--- src/hdl/tmbc_pkg.sv ---
`default_nettype none

package tmbc_pkg;

    // Default sizes of the map store and of the scan window.
    localparam int MAX_ROWS_DEF    = 64;
    localparam int MAX_COLS_DEF    = 64;
    localparam int WINDOW_SPAN_DEF = 4;

    // Window bounds in the command word cover the full map range (up to 511).
    localparam int BOUND_W = 9;

    // Pixel arithmetic: tile index times tile size plus one tile fits here.
    localparam int PIX_W = 20;

    localparam int QUEUE_DEPTH = 4;

    // Configuration register indexes.
    localparam logic [2:0] CFG_TILE_WIDTH  = 3'd0;
    localparam logic [2:0] CFG_TILE_HEIGHT = 3'd1;
    localparam logic [2:0] CFG_MAP_ROWS    = 3'd2;
    localparam logic [2:0] CFG_MAP_COLS    = 3'd3;
    localparam logic [2:0] CFG_SOLID_COUNT = 3'd4;

    localparam logic [10:0] TILE_SIZE_RST   = 11'd32;
    localparam logic [6:0]  MAP_SIZE_RST    = 7'd64;
    localparam logic [6:0]  SOLID_COUNT_RST = 7'd0;

    localparam logic [7:0] CODE_EMPTY = 8'hFF;

    localparam logic OP_WRITE = 1'b0;
    localparam logic OP_QUERY = 1'b1;

    typedef struct packed {
        logic [10:0] tile_w;
        logic [10:0] tile_h;
        logic [6:0]  map_rows;
        logic [6:0]  map_cols;
        logic [6:0]  solid_count;
    } t_cfg;

    typedef struct packed {
        logic                is_query;
        logic [5:0]          wr_row;
        logic [5:0]          wr_col;
        logic [7:0]          wr_code;
        logic [15:0]         box_x;
        logic [15:0]         box_y;
        logic [10:0]         box_w;
        logic [10:0]         box_h;
        logic [BOUND_W-1:0]  row_start;
        logic [BOUND_W-1:0]  row_end;
        logic [BOUND_W-1:0]  col_start;
        logic [BOUND_W-1:0]  col_end;
    } t_cmd;

    typedef struct packed {
        logic [5:0] hit_row;
        logic [5:0] hit_col;
        logic [7:0] hit_code;
        logic       is_summary;
        logic       any_hit;
        logic       last;
    } t_result;

    typedef enum logic [1:0] {
        F_IDLE,
        F_DIV,
        F_PUSH
    } t_front_state;

    typedef enum logic [1:0] {
        B_IDLE,
        B_SCAN,
        B_SUMM
    } t_back_state;

    // A tile size of zero behaves as one pixel.
    function automatic logic [10:0] eff_size(logic [10:0] size);
        return (size == 11'd0) ? 11'd1 : size;
    endfunction

endpackage

`default_nettype wire

--- src/hdl/tmbc_queue.sv ---
`default_nettype none

module tmbc_queue (
    input  wire logic          i_clk,
    input  wire logic          i_rst_n,
    input  wire logic          i_push,
    input  wire tmbc_pkg::t_cmd i_data,
    output logic               o_full,
    input  wire logic          i_pop,
    output tmbc_pkg::t_cmd     o_data,
    output logic               o_empty
);

    localparam int DEPTH = tmbc_pkg::QUEUE_DEPTH;
    localparam int PTR_W = $clog2(DEPTH);
    localparam int CNT_W = $clog2(DEPTH + 1);

    tmbc_pkg::t_cmd   r_slot [DEPTH];
    logic [PTR_W-1:0] r_wr_ptr;
    logic [PTR_W-1:0] r_rd_ptr;
    logic [CNT_W-1:0] r_count;

    logic do_push;
    logic do_pop;

    assign o_full  = (r_count == CNT_W'(DEPTH));
    assign o_empty = (r_count == '0);
    assign do_push = i_push && !o_full;
    assign do_pop  = i_pop && !o_empty;
    assign o_data  = r_slot[r_rd_ptr];

    always_ff @(posedge i_clk) begin
        if (do_push) begin
            r_slot[r_wr_ptr] <= i_data;
        end
    end

    always_ff @(posedge i_clk) begin
        if (!i_rst_n) begin
            r_wr_ptr <= '0;
            r_rd_ptr <= '0;
            r_count  <= '0;
        end else begin
            if (do_push) begin
                r_wr_ptr <= (r_wr_ptr == PTR_W'(DEPTH - 1)) ? '0 : r_wr_ptr + PTR_W'(1);
            end
            if (do_pop) begin
                r_rd_ptr <= (r_rd_ptr == PTR_W'(DEPTH - 1)) ? '0 : r_rd_ptr + PTR_W'(1);
            end
            if (do_push && !do_pop) begin
                r_count <= r_count + CNT_W'(1);
            end else if (do_pop && !do_push) begin
                r_count <= r_count - CNT_W'(1);
            end
        end
    end

endmodule

`default_nettype wire

--- config.mk ---
export PLATFORM = sky130hd
export DESIGN_NAME = tmbc_queue
export DESIGN_NICKNAME = d
export VERILOG_FILES = /design/src/hdl/tmbc_pkg.sv /design/src/hdl/tmbc_queue.sv
export SDC_FILE = /design/constraint.sdc
export NUM_CORES = 1
export LEC_CHECK = 0
export BUFFER_PORTS_ARGS = -buffer_cell sky130_fd_sc_hd__buf_2
export CAP_MARGIN = 20
export CORE_MARGIN = 1
export CORE_UTILIZATION = 39
export CTS_CLUSTER_SIZE = 20
export DETAILED_ROUTE_END_ITERATION = 8
export GPL_TIMING_DRIVEN = 0
export SLEW_MARGIN = 15
export SYNTH_ARGS = -nofsm -noshare
export SYNTH_HDL_FRONTEND = slang
export SYNTH_SLANG_ARGS = --single-unit
--- constraint.sdc ---
create_clock -name i_clk -period 5.1 [get_ports i_clk]
set_input_delay 1.275 -clock i_clk [delete_from_list [all_inputs] [get_ports i_clk]]
set_output_delay 1.275 -clock i_clk [all_outputs]
set_load 0.01 [all_outputs]
==> flow_metrics.env <==
export IMPL_ios=228
export IMPL_ys_seq_area_frac=0.820
export IMPL_antenna_left=0
export IMPL_via_per_inst=4.95
export IMPL_cts_hold_buf=0
export IMPL_cts_clk_slew_worst_paths_ns=0.06
export IMPL_async_flop_share=0
export IMPL_p_leak_uw=0.00670
export IMPL_final_hold_viol_count=0
export IMPL_placedCellCount=1397
export IMPL_fin_crit_ns=3.93
export IMPL_antennaDiodeCount=0
export IMPL_core_area_um2=41300
export IMPL_synthToLayoutAreaGrowth_pct=21.2
export IMPL_cts_resized_gates=0
export IMPL_die_w_um=208
export IMPL_tightest_slew_ns=0.971
export IMPL_post_synth_num_cell_types=24
export IMPL_skew_ns=0.0236
export IMPL_syn_inst=630
export IMPL_slew_violations=0
export IMPL_drt_total_wl_mm=30.9
export IMPL_synth_top_family_by_area="multiplexers"
export IMPL_synthAdderAreaFrac=0.00577
export IMPL_synth_area_leaders="edfxtp_1 (81%), mux4_2 (15%), dfxtp_1 (1.1%)"
export IMPL_die_area_um2=43100
export IMPL_io_buffers=227
export IMPL_synth_edff_count=444
export IMPL_ir_drop_mv=0.304
export IMPL_fmax_ghz=0.254
export IMPL_finalInstanceArea_um2=20000
export IMPL_cp_max_fo=10
export IMPL_cts_buffer_depth=3
export IMPL_min_period_over_period=0.771
export IMPL_synth_simple_area_share=0.00622
export IMPL_utilization=0.484
export IMPL_routabilityCongestion=0.680
export IMPL_core_rowCount=74
export IMPL_fin_cells=1479
export IMPL_powerDensity_nw_per_um2=505
export IMPL_cp_end_kind="output pin"
export IMPL_initial_utilization=0.399
export IMPL_synthesis_area_um2=16500
export IMPL_cts_setup_buffers=0
export IMPL_htreeDepth=2
export IMPL_synth_compound_area_frac=0.00182
export IMPL_cp_start_kind="flop"
export IMPL_die_h_um=208
export IMPL_fill_cells=3381
export IMPL_synth_xor_area_share=0.00106
export IMPL_ys_warn_count=0
export IMPL_grt_pass1_vias=7960
export IMPL_wl_per_cell_um=20.9
export IMPL_rsz0062_at_grt="no"
export IMPL_drtIter0Drc=365
export IMPL_first_pass_iters=4
export IMPL_clk_latency_ns=0.57
export IMPL_synth_common_cells="edfxtp_1 (444), mux4_2 (111), buf_2 (12), buf_6 (9), dfxtp_1 (9)"
export IMPL_syn_num_nets=752
export IMPL_grt_antenna_before_repair=3
export IMPL_synth_avg_cell_area_um2=26.2
export IMPL_setup_viol=0
export IMPL_grt_start_max_net_pins=43
export IMPL_root_buffer="clkbuf_16"
export IMPL_yosysMostFrequentCell="edfxtp_1"
export IMPL_grt_usage=0.146
export IMPL_cp_required_ns=3.83
export IMPL_crit_arrival_ns=2.66
export IMPL_cts_made_buffers=47
export IMPL_grt_pass1_wl_mm=47.1
export IMPL_place_area_um2=18500
export IMPL_overflow=0
export IMPL_outcome="finished clean"
export IMPL_yosysTopAreaCell="edfxtp_1"
export IMPL_slew_headroom=0.352
export IMPL_synth_top_area_share=0.809
export IMPL_timing_worst_setup_path_type="reg2out"
export IMPL_dp_hpwl_mm=18.8
export IMPL_dp_slack_ns=1.57
export IMPL_cts_sinks=453
export IMPL_via_count=7314
export IMPL_drc=0
export IMPL_synth_flop_cell="edfxtp_1"
export IMPL_muxShareOfSynthArea=0.153
export IMPL_ys_ff_latch=453
export IMPL_fin_ws_ns=1.17
export IMPL_nNetsFinal=1036
export IMPL_cts_tree="built"
export IMPL_drive_gt1_frac=0.464
export IMPL_hold_ws_ns=0.505
export IMPL_drv_cap=0
export IMPL_min_path_type="reg2reg"
## path summary, 6_finish.rpt
path	from	slack [ns]	to	cells after the start
worst max-delay path	flop	1.17	o_data[15]	4
worst min-delay path	r_wr_ptr[1]$_SDFFE_PN0P_	0.51	r_wr_ptr[1]$_SDFFE_PN0P_	2
worst max register to register	r_count[0]$_SDFFE_PN0P_	2.67	r_slot[1][53]$_DFFE_PP_	6
worst min register to register	r_wr_ptr[1]$_SDFFE_PN0P_	0.51	r_wr_ptr[1]$_SDFFE_PN0P_	2
## through the flow
| stage | TNS, ns | total power (uW) |
|---|---|---|
| after floorplan | 0 | 6120 |
| after global placement | -853.90 | 7010 |
| after detailed placement | 0 | 7000 |
| after CTS | 0 | 10300 |
| after global routing | 0 | 10500 |
| final | 0 | 10100 |
## layout by cell type, fill, tap and decap left out, types with 2 or more instances in the layout
| cell | count |
|---|---|
| edfxtp_1 | 444 |
| buf_2 | 239 |
| mux4_2 | 111 |
| clkbuf_16 | 49 |
| clkbuf_1 | 14 |
| clkinv_2 | 10 |
| buf_6 | 9 |
| dfxtp_1 | 9 |
| buf_16 | 7 |
| nand2_1 | 6 |
| ha_1 | 6 |
| clkinv_1 | 5 |
| and2_4 | 4 |
| inv_1 | 3 |
| mux2i_1 | 3 |
| o21ai_0 | 3 |
| clkinv_4 | 3 |
| bufinv_16 | 3 |
| nor2b_1 | 2 |
| nor2_1 | 2 |
| nand3_1 | 2 |
## critical path: stages (launching register included)
cell      delay [ns]
dfxtp_1         0.35
clkbuf_1        0.73
buf_2           0.46
mux4_2          0.35
buf_2           0.17
## cells by family after synthesis
logic type / Yosys count
buffers and inverters: 29
multiplexers: 114
flip-flops: 453
XOR/XNOR: 2
adder cells (fa/ha/maj): 7
AND/OR/NAND/NOR: 20
AO/OA/AOI/OAI: 5
## registers in the layout (all words and copies together), names as in the netlist, named ones only
name / count
r_rd_ptr: 2
r_count: 3
r_slot: 444
r_wr_ptr: 2
## routing by layer
metal | GRT usage | share of wire | vias up
li1 | - | - | 3285
met5 | 0 | 0.0011 | -
met4 | 0.0538 | 0.021 | 6
met3 | 0.0433 | 0.070 | 54
met2 | 0.233 | 0.48 | 205
met1 | 0.189 | 0.43 | 3764
## area by class of cell
cell class	instances	area (um2)	area share
well taps	532	666	0.0333
inverters	3	11.3	0.000564
plain buffers	26	184	0.00921
flip-flops and latches	453	13500	0.677
repair buffers	235	1350	0.0675
clock inverters	23	201	0.0101
multi-input cells	148	2790	0.139
clock buffers	59	1260	0.0633
## report_power, final
group,switching [uW],leakage [uW],internal [uW]
Clock,1340,0.000722,1900
Sequential,87.9,0.00414,4530
Combinational,1170,0.00184,1070
No activity file was read; power rests on OpenSTA's default activity.
